File: src/sv/kcd_pkg.sv
// Shared types and constants for the keypad scan click/hold detector.
package kcd_pkg;

    localparam int SCAN_COLS = 4;   // key columns carried by one scan
    localparam int SCAN_ROWS = 4;   // rows the 2-bit row index can name
    localparam int ROW_W     = 2;
    localparam int STATE_W   = 8;
    localparam int HOLD_W    = 7;

    // APB register map
    localparam int ADDR_W    = 3;
    localparam int DATA_W    = 32;
    localparam int REG_IDX_W = ADDR_W - 2;
    localparam logic [REG_IDX_W-1:0] REG_HOLD_COUNT = '0;

    localparam logic [HOLD_W-1:0] HOLD_RESET = 7'd80;

    typedef logic signed [STATE_W-1:0] t_state;

    localparam t_state STATE_FREE  = 8'sd0;
    localparam t_state STATE_CLICK = -8'sd1;

    // per-lane result
    typedef struct packed {
        t_state state;
        logic   click;
        logic   hold;
    } t_lane_res;

    // one merged result item
    typedef struct packed {
        logic [ROW_W-1:0]     row;
        t_state [SCAN_COLS-1:0] states;
        logic [SCAN_COLS-1:0] click_mask;
        logic [SCAN_COLS-1:0] hold_mask;
    } t_result;

endpackage

File: src/sv/keypad_scan_click_hold_detect_top.sv
// Top level of the keypad scan click/hold detector.
// Accepted results go to the result register, or to the skid slot while one is stalled.
// Throughput: one scan request per cycle while o_ready is high; the key-state read, four
//   lane updates and write-back of the scanned row all complete in the accept cycle.
// Reset (i_rst_n low, synchronous): all key states free, hold_count back to 80,
//   output buffer emptied.
module keypad_scan_click_hold_detect_top #(
    parameter int ROWS = 4,
    parameter int COLS = 4
) (
    input  logic                          i_clk,
    input  logic                          i_rst_n,

    // scan request channel
    input  logic                          i_valid,
    output logic                          o_ready,
    input  logic [1:0]                    i_row,
    input  logic [3:0]                    i_col_levels,

    // result channel
    output logic                          o_valid,
    input  logic                          i_ready,
    output logic [1:0]                    o_row_out,
    output logic signed [7:0]             o_key0_state,
    output logic signed [7:0]             o_key1_state,
    output logic signed [7:0]             o_key2_state,
    output logic signed [7:0]             o_key3_state,
    output logic [3:0]                    o_click_mask,
    output logic [3:0]                    o_hold_mask,

    // APB configuration port
    input  logic                          psel,
    input  logic                          penable,
    input  logic                          pwrite,
    input  logic [kcd_pkg::ADDR_W-1:0]    paddr,
    input  logic [kcd_pkg::DATA_W-1:0]    pwdata,
    output logic [kcd_pkg::DATA_W-1:0]    prdata,
    output logic                          pready
);

    // Only rows/columns reachable by the scan fields are stored; keys past
    // ROWS or COLS never get state.
    localparam int ROWS_U = (ROWS < kcd_pkg::SCAN_ROWS) ? ROWS : kcd_pkg::SCAN_ROWS;
    localparam int COLS_U = (COLS < kcd_pkg::SCAN_COLS) ? COLS : kcd_pkg::SCAN_COLS;
    localparam int RIDX_W = (ROWS_U > 1) ? $clog2(ROWS_U) : 1;

    // ------------------------------------------------------------------
    // Configuration register
    // ------------------------------------------------------------------
    logic [kcd_pkg::HOLD_W-1:0]    r_hold_count;
    logic                          reg_sel;

    assign reg_sel = (paddr[kcd_pkg::ADDR_W-1:2] == kcd_pkg::REG_HOLD_COUNT);
    assign pready  = 1'b1;
    assign prdata  = reg_sel ? {{(kcd_pkg::DATA_W-kcd_pkg::HOLD_W){1'b0}}, r_hold_count}
                             : '0;

    always_ff @(posedge i_clk) begin
        if (!i_rst_n) begin
            r_hold_count <= kcd_pkg::HOLD_RESET;
        end else if (psel && penable && pwrite && pready && reg_sel) begin
            r_hold_count <= pwdata[kcd_pkg::HOLD_W-1:0];
        end
    end

    // ------------------------------------------------------------------
    // Key state store: each live lane keeps one state per row.
    // Read and written at the requested row in the accept cycle.
    // ------------------------------------------------------------------
    logic               accept;
    logic               row_hit;
    logic [RIDX_W-1:0]  ridx;
    logic               out_room;

    assign o_ready = out_room;
    assign accept  = i_valid && out_room;
    assign row_hit = ({1'b0, i_row} < 3'(ROWS_U));
    assign ridx    = RIDX_W'(i_row);

    // ------------------------------------------------------------------
    // Lanes: one next-state unit per column of the scanned row
    // ------------------------------------------------------------------
    kcd_pkg::t_lane_res lane_res [kcd_pkg::SCAN_COLS];

    for (genvar c = 0; c < kcd_pkg::SCAN_COLS; c++) begin : g_lane
        if (c < COLS_U) begin : g_live
            kcd_pkg::t_state    r_col [ROWS_U];
            kcd_pkg::t_lane_res res;
            kcd_pkg::t_state    cur;

            // out-of-range rows read as free and are masked below
            assign cur = row_hit ? r_col[ridx] : kcd_pkg::STATE_FREE;

            kcd_lane u_lane (
                .i_state      (cur),
                .i_pressed    (!i_col_levels[c]),
                .i_hold_count (r_hold_count),
                .o_res        (res)
            );

            assign lane_res[c] = row_hit ? res : '0;

            always_ff @(posedge i_clk) begin
                if (!i_rst_n) begin
                    for (int r = 0; r < ROWS_U; r++) begin
                        r_col[r] <= kcd_pkg::STATE_FREE;
                    end
                end else if (accept && row_hit) begin
                    r_col[ridx] <= res.state;
                end
            end
        end else begin : g_dead
            // column not populated: report free, no flags
            assign lane_res[c] = '0;
        end
    end

    // ------------------------------------------------------------------
    // Merge: gather lane states and flags into one result
    // ------------------------------------------------------------------
    kcd_pkg::t_result merged;
    kcd_pkg::t_result out_data;

    always_comb begin
        merged.row = i_row;
        for (int c = 0; c < kcd_pkg::SCAN_COLS; c++) begin
            merged.states[c]     = lane_res[c].state;
            merged.click_mask[c] = lane_res[c].click;
            merged.hold_mask[c]  = lane_res[c].hold;
        end
    end

    // result register with skid slot so a new request can enter while a
    // result is stalled downstream
    kcd_skid u_out (
        .i_clk   (i_clk),
        .i_rst_n (i_rst_n),
        .i_push  (accept),
        .i_data  (merged),
        .o_room  (out_room),
        .o_valid (o_valid),
        .i_ready (i_ready),
        .o_data  (out_data)
    );

    assign o_row_out    = out_data.row;
    assign o_key0_state = out_data.states[0];
    assign o_key1_state = out_data.states[1];
    assign o_key2_state = out_data.states[2];
    assign o_key3_state = out_data.states[3];
    assign o_click_mask = out_data.click_mask;
    assign o_hold_mask  = out_data.hold_mask;

endmodule

File: src/sv/kcd_lane.sv
// One key lane: next-state logic plus click and hold flags.
module kcd_lane (
    input  kcd_pkg::t_state               i_state,
    input  logic                          i_pressed,
    input  logic [kcd_pkg::HOLD_W-1:0]    i_hold_count,
    output kcd_pkg::t_lane_res            o_res
);

    logic signed [kcd_pkg::STATE_W:0] s_ext;
    logic signed [kcd_pkg::STATE_W:0] h_ext;
    logic signed [kcd_pkg::STATE_W:0] ns_ext;
    kcd_pkg::t_state                  ns;

    assign s_ext = {i_state[kcd_pkg::STATE_W-1], i_state};
    assign h_ext = $signed({2'b00, i_hold_count});

    always_comb begin
        if (i_state == kcd_pkg::STATE_FREE) begin
            ns = i_pressed ? 8'sd1 : kcd_pkg::STATE_FREE;
        end else if (s_ext >= h_ext) begin
            // hold (or above a lowered threshold): clamp to threshold
            ns = i_pressed ? $signed({1'b0, i_hold_count}) : kcd_pkg::STATE_FREE;
        end else if (i_state == kcd_pkg::STATE_CLICK) begin
            ns = i_pressed ? 8'sd1 : kcd_pkg::STATE_FREE;
        end else if (!i_pressed) begin
            // release: a single-scan press is a bounce, a longer press reports a click
            ns = (i_state > 8'sd1) ? kcd_pkg::STATE_CLICK : kcd_pkg::STATE_FREE;
        end else begin
            ns = i_state + 8'sd1;
        end
    end

    assign ns_ext = {ns[kcd_pkg::STATE_W-1], ns};

    assign o_res.state = ns;
    assign o_res.click = (ns == kcd_pkg::STATE_CLICK);
    assign o_res.hold  = (ns > 8'sd0) && (ns_ext >= h_ext);

endmodule

File: src/sv/kcd_skid.sv
// Two-entry output buffer: result register plus skid slot.
module kcd_skid (
    input  logic             i_clk,
    input  logic             i_rst_n,
    input  logic             i_push,
    input  kcd_pkg::t_result i_data,
    output logic             o_room,
    output logic             o_valid,
    input  logic             i_ready,
    output kcd_pkg::t_result o_data
);

    logic             r_main_valid;
    logic             r_skid_valid;
    kcd_pkg::t_result r_main;
    kcd_pkg::t_result r_skid;
    logic             pop;

    assign pop     = r_main_valid && i_ready;
    assign o_room  = !r_skid_valid;
    assign o_valid = r_main_valid;
    assign o_data  = r_main;

    always_ff @(posedge i_clk) begin
        if (!i_rst_n) begin
            r_main_valid <= 1'b0;
            r_skid_valid <= 1'b0;
        end else if (!r_main_valid || pop) begin
            if (r_skid_valid) begin
                r_main_valid <= 1'b1;
                r_skid_valid <= 1'b0;
            end else begin
                r_main_valid <= i_push;
            end
        end else if (i_push) begin
            r_skid_valid <= 1'b1;
        end
    end

    // payload, no reset
    always_ff @(posedge i_clk) begin
        if (!r_main_valid || pop) begin
            r_main <= r_skid_valid ? r_skid : i_data;
        end else if (i_push) begin
            r_skid <= i_data;
        end
    end

endmodule

File: config.mk
export PLATFORM = sky130hd
export DESIGN_NAME = keypad_scan_click_hold_detect_top
export DESIGN_NICKNAME = d
export VERILOG_FILES = /design/src/sv/kcd_pkg.sv /design/src/sv/keypad_scan_click_hold_detect_top.sv /design/src/sv/kcd_lane.sv /design/src/sv/kcd_skid.sv
export SDC_FILE = /design/constraint.sdc
export NUM_CORES = 1
export LEC_CHECK = 0
export ABC_CLOCK_PERIOD_IN_PS = 11600
export BUFFER_PORTS_ARGS = -buffer_cell sky130_fd_sc_hd__buf_2
export CAP_MARGIN = 10
export CORE_MARGIN = 1.5
export CORE_UTILIZATION = 55
export DETAILED_ROUTE_END_ITERATION = 6
export PLACE_DENSITY = 0.75
export SETUP_SLACK_MARGIN = 0.5
export SLEW_MARGIN = 20
export SYNTH_ARGS = -nofsm -noshare
export SYNTH_HDL_FRONTEND = slang
export SYNTH_HIERARCHICAL = 1
export SYNTH_SLANG_ARGS = --single-unit
File: constraint.sdc
create_clock -name i_clk -period 11.6 [get_ports i_clk]
set_input_delay 1.16 -clock i_clk [delete_from_list [all_inputs] [get_ports i_clk]]
set_output_delay 1.16 -clock i_clk [all_outputs]
set_load 0.01 [all_outputs]
# Yosys cells after proc, flatten, opt, wreduce, memory -nomap -nowiden
# Memories as Yosys holds them, arrays and structs flattened.
# Cells that the tools add are included.
[classes]
add_sub_neg = 4
multipliers = 0
div_mod_pow = 0
order_cmp = 16
n_eq_ne = 8
shift = 0
mux = 47
bitwise = 3
reduce_logical = 22
[ops]
columns = ["cell", "count"]
rows = [
  ["two-way mux 8 bit", 24],
  ["== test 8 x 1 -> 1 bit (second input constant)", 8],
  ["greater-or-equal comparator 8 bit", 8],
  ["two-way mux 42 bit", 1],
  ["two-way mux 7 bit", 5],
  ["adder 8 x 2 -> 8 bit (second input constant)", 4],
  ["greater-than comparator 8 x 1 -> 1 bit (second input constant)", 4],
  ["greater-than comparator 8 x 2 -> 1 bit (second input constant)", 4],
  ["logical NOT 8 bit", 4],
  ["OR reduction 8 bit", 4],
  ["two-way mux 1 bit", 13],
  ["logical AND 1 bit", 9],
  ["two-way mux 2 bit", 4],
  ["NOT 1 bit", 3],
  ["logical NOT 1 bit", 2],
  ["AND reduction 2 bit", 1],
  ["OR reduction 2 bit", 1],
  ["logical OR 1 bit", 1],
]
[totals]
regBits = 93
latchBits = 0
mem_bits_rw = 128
rom_bits = 0
input_bits = 48
elab_cells = 121
memories = 4
[mem_list]
columns = ["memory", "depth", "width", "rd", "rd_clocked_by_memory_dff", "write_ports", "line_no", "text"]
rows = [
  ["g_lane[0].g_live.r_col", 4, 8, 1, 0, 4, "keypad_scan_click_hold_detect_top.sv:87", "kcd_pkg::t_state r_col [ROWS_U];"],
  ["g_lane[1].g_live.r_col", 4, 8, 1, 0, 4, "keypad_scan_click_hold_detect_top.sv:87", ""],
  ["g_lane[2].g_live.r_col", 4, 8, 1, 0, 4, "keypad_scan_click_hold_detect_top.sv:87", ""],
  ["g_lane[3].g_live.r_col", 4, 8, 1, 0, 4, "keypad_scan_click_hold_detect_top.sv:87", ""],
]

# Longest topological paths before layout
# An unclocked memory read counts as a cell.
[logic_depth]
ltp_word = 10
mapped_depth = 18
ltp_nobuf = 16

# Cells and area by module
# The synthesis kept the hierarchy.
[by_module_without_submodules]
columns = ["mod", "instances", "cells_each", "area_each_um2", "seq_area_each_um2"]
rows = [
  ["keypad_scan_click_hold_detect_top", 1, 436, 6407.4, 3983.8],
  ["kcd_skid", 1, 140, 3313.2, 2562.5],
  ["kcd_lane (g_lane[0].g_live.u_lane ...)", 3, 110, 814.5, 0.0],
  ["kcd_lane (g_lane[1].g_live.u_lane)", 1, 128, 900.9, 0.0],
]

# Least setup slack after synthesis
# Ideal clock, no wire load.
[synth_timing]
kind = "in2reg"
startpoint = "input i_row[0]"
endpoint = "register u_out.r_main, in the netlist u_out/o_data[3] (data pin)"
arrival_time_ns = 4.785
slack_ns = 6.555
path_stages = 17
path_buffers = 2
path_cell_list = "buf_6 > buf_12 > mux4_2 > inv_1 > ha_1 > or3b_1 > o2111ai_1 > a41oi_1 > nor3_1 > a22o_1 > ha_1 > a21o_1 > a21o_1 > a21oi_1 > o21a_1 > a311oi_1 > mux2_4"
[synth_rtl]
columns = ["item", "line_no", "text"]
rows = [
  ["from (decl)", "keypad_scan_click_hold_detect_top.sv:17", "input logic [1:0] i_row,"],
  ["to (signal assigned)", "kcd_skid.sv:43", "r_main <= r_skid_valid ? r_skid : i_data;"],
  ["to (decl)", "kcd_skid.sv:15", "kcd_pkg::t_result r_main;"],
]

==> results.py <==
metrics = {
    "status": {
        "status": "finished, final reports clean",
    },
    "synthesis": {
        "yosysMostFrequentCell": "edfxtp_1",
        "yosysSeqAreaShare_pct": 50.1,
        "netlist-cell-type-count": 74,
        "synth.area.top_cells": "edfxtp_1 (49%), ha_1 (6.5%), mux4_2 (5.0%)",
        "synth.cell_area_um2": 13100,
        "synth_top_flop_cell": "edfxtp_1",
        "synth_top_cell_by_area": "edfxtp_1",
        "yosysTopAreaCellShare_pct": 48.7,
        "yosysWarningCount": 6,
        "synth_edf_count": 212,
        "synth_seq_cells": 221,
        "synthCells": 1034,
        "synth_common_cells": "edfxtp_1 (212), inv_1 (83), nor3_1 (69), ha_1 (68)",
        "avgSynthCellArea_um2": 12.6,
        "async_reset_ff_share_pct": 0,
    },
    "clock_tree": {
        "cts_buffer_depth": 3,
        "cts_tree": "yes",
        "hold_buffers": 0,
        "clk_pin_slew_ns": 0.06,
        "htreeDepth": 1,
        "cts_buffers": 23,
        "cts_sinks": 221,
        "cts_resized": 0,
        "worstSkewPairLatency_ns": 0.51,
        "root_buffer": "clkbuf_16",
        "post_cts_buffers": 0,
    },
    "timing": {
        "hold_viol": 0,
        "slew_violations": 0,
        "setup_violations": 0,
        "grt_setup_unrepaired": "no",
        "fin_ws_ns": 5.95,
        "clock_skew_ns": 0.00799,
        "fmax_ghz": 0.177,
        "slew_headroom_pct": 37.3,
        "tightest_slew_ns": 0.940,
        "fin_crit_ns": 5.65,
        "fin_crit_sh_pct": 48.7,
        "fin_setup_tns_ns": 0,
    },
    "critical_path": {
        "r2r_cells": 15,
        "worst_path_max_delay_cell": "mux4_2",
        "path_max_fanout": 38,
        "crit_chain": "buf_2 > buf_4 > mux4_2 > inv_1 > ha_1 > or3b_1 > o2111ai_1 > a41oi_1 > nor3_1 > a22o_1 > ha_1 > a21o_1 > a21o_1 > a21oi_1 > o21a_1 > a311oi_1 > mux2_4",
        "path_class": "in -> reg",
        "crit_path_end_kind": "flop",
        "arrival_ns": 5.91,
        "cpLargestDelayFamily": "compound AO/OA/AOI/OAI gates",
        "cp.depth": 17,
        "critical_path.max_stage_delay_ns": 0.71,
        "required_ns": 11.86,
        "start_kind": "primary input",
        "cp_num_buf_inv": 3,
    },
    "min_path": {
        "hold_path_class": "reg -> reg",
        "hold_depth": 1,
    },
    "finish": {
        "multi_input_area_um2": 5680,
        "fillers": 1870,
        "nets": 1203,
        "seq_area_um2": 6550,
        "final_cell_area_um2": 14100,
        "fin_cells": 1422,
        "drive_gt1_share_pct": 24.6,
        "area_delta_synth_final_pct": 7.78,
        "antenna_cells": 0,
    },
    "route": {
        "vias": 8410,
        "drt-total-wl_mm": 27.8,
        "ant_nets": 0,
        "wl_per_cell_um": 19.5,
        "drtPass1Iterations": 5,
        "drc_errors": 0,
        "initialDrtViolationCount": 675,
        "via_per_inst": 5.91,
    },
    "global_route": {
        "grt_use_total_pct": 22.8,
        "grt_max_degree": 81,
        "grt_pass1_vias": 8363,
        "grt_overflow": 0,
        "grt_pass1_wl_mm": 43.9,
        "antenna_found_initial": 0,
    },
    "floorplanning": {
        "die_width_um": 157,
        "start_util_pct": 55.8,
        "die_h_um": 157,
        "core_region_area_um2": 23400,
        "die_area_um2": 24700,
        "fp-row-count": 56,
        "pin_count": 125,
    },
    "placed_design": {
        "place_congestion": 0.916,
        "place_inst": 1381,
        "placed_area_um2": 13400,
        "place_ws_ns": 5.45,
        "numPortBuffers": 71,
        "dp_hpwl_mm": 18.3,
    },
    "pwr": {
        "power.switching_mw": 0.602,
        "seqPwrFrac_pct": 46.2,
        "pwr-share-clk_pct": 31.3,
        "swShare_pct": 28.4,
        "power_density_nw_per_um2": 151,
        "p_int_mw": 1.52,
        "ir_worst_vdd_mv": 0.0855,
        "p_leak_nw": 5.46,
        "pwr-share-comb_pct": 22.5,
    },
    "run": {
        "drv_cap": 0,
    },
}
layer usage:
metal | wire (µm) | GRT usage (%)
met1 | 11800 | 29.2
met2 | 13800 | 40.2
met3 | 1590 | 3.14
met4 | 618 | 7.14
met5 | 0 | 0
worst paths after layout:
kind	start	end	slack, ns
max	i_row[0]	u_out/o_data[2]	5.95
max reg2reg	g_lane[2].g_live.r_col[3][0]	u_out/o_data[2]	7.00
min reg2reg	u_out/r_skid[16]	u_out/o_data[16]	0.55
min	u_out/r_skid[16]	u_out/o_data[16]	0.55
through the flow:
step | utilization (%) | total power, mW | hold WS, ns
finish | 60.2 | 2.12 | 0.548
global route | 60.2 | 2.22 | 0.559
CTS | 60.2 | 2.13 | 0.549
detailed placement | 57.3 | 1.47 | 0.535
global placement | 57.3 | 1.46 | 0.528
floorplan | - | 1.35 | 0.523
power groups by stage:
stage	registers [mW]	logic [mW]	clock network (mW)
floorplan	1.01	0.342	0
global placement	0.994	0.462	0
detailed placement	0.997	0.473	0
CTS	0.981	0.475	0.676
global route	0.986	0.525	0.706
finish	0.980	0.476	0.664
layout by cell type (no fill, tap or decap), drive strengths merged, types with 32 or more instances in the layout:
| cell type | netlist | final |
|---|---|---|
| inv | 84 | 84 |
| mux2 | 42 | 42 |
| nor2 | 53 | 53 |
| buf | 72 | 87 |
| edfxtp | 212 | 212 |
| nand2 | 52 | 52 |
| nand3 | 32 | 32 |
| ha | 68 | 68 |
| nor3 | 116 | 116 |
| mux4 | 32 | 32 |
registers in the layout (all words and copies together) (netlist names):
register	cells
u_out/o_data	42
u_out/o_valid	1
u_out/r_skid	42
r_hold_count	7
u_out/r_skid_valid	1
g_lane.g_live.r_col	128
final cells by class:
| class | instances | share of cell area (%) |
|---|---|---|
| repair buffers | 87 | 3.38 |
| multi-input cells | 670 | 40.3 |
| inverters | 84 | 2.24 |
| well taps | 319 | 2.83 |
| clock buffers | 30 | 4.35 |
| flip-flops and latches | 221 | 46.5 |
| clock inverters | 11 | 0.382 |
logic make-up after synthesis:
group / after synthesis / share of synthesized area [%]
XOR/XNOR: 19 / 1.27
adder cells (fa/ha/maj): 68 / 6.51
multiplexers: 82 / 10.9
buffers and inverters: 167 / 7.55
other: 2 / 0.0575
flip-flops: 221 / 50.1
AND/OR/NAND/NOR: 331 / 15.2
AO/OA/AOI/OAI: 144 / 8.33
Power figures use the tool's default switching activity.
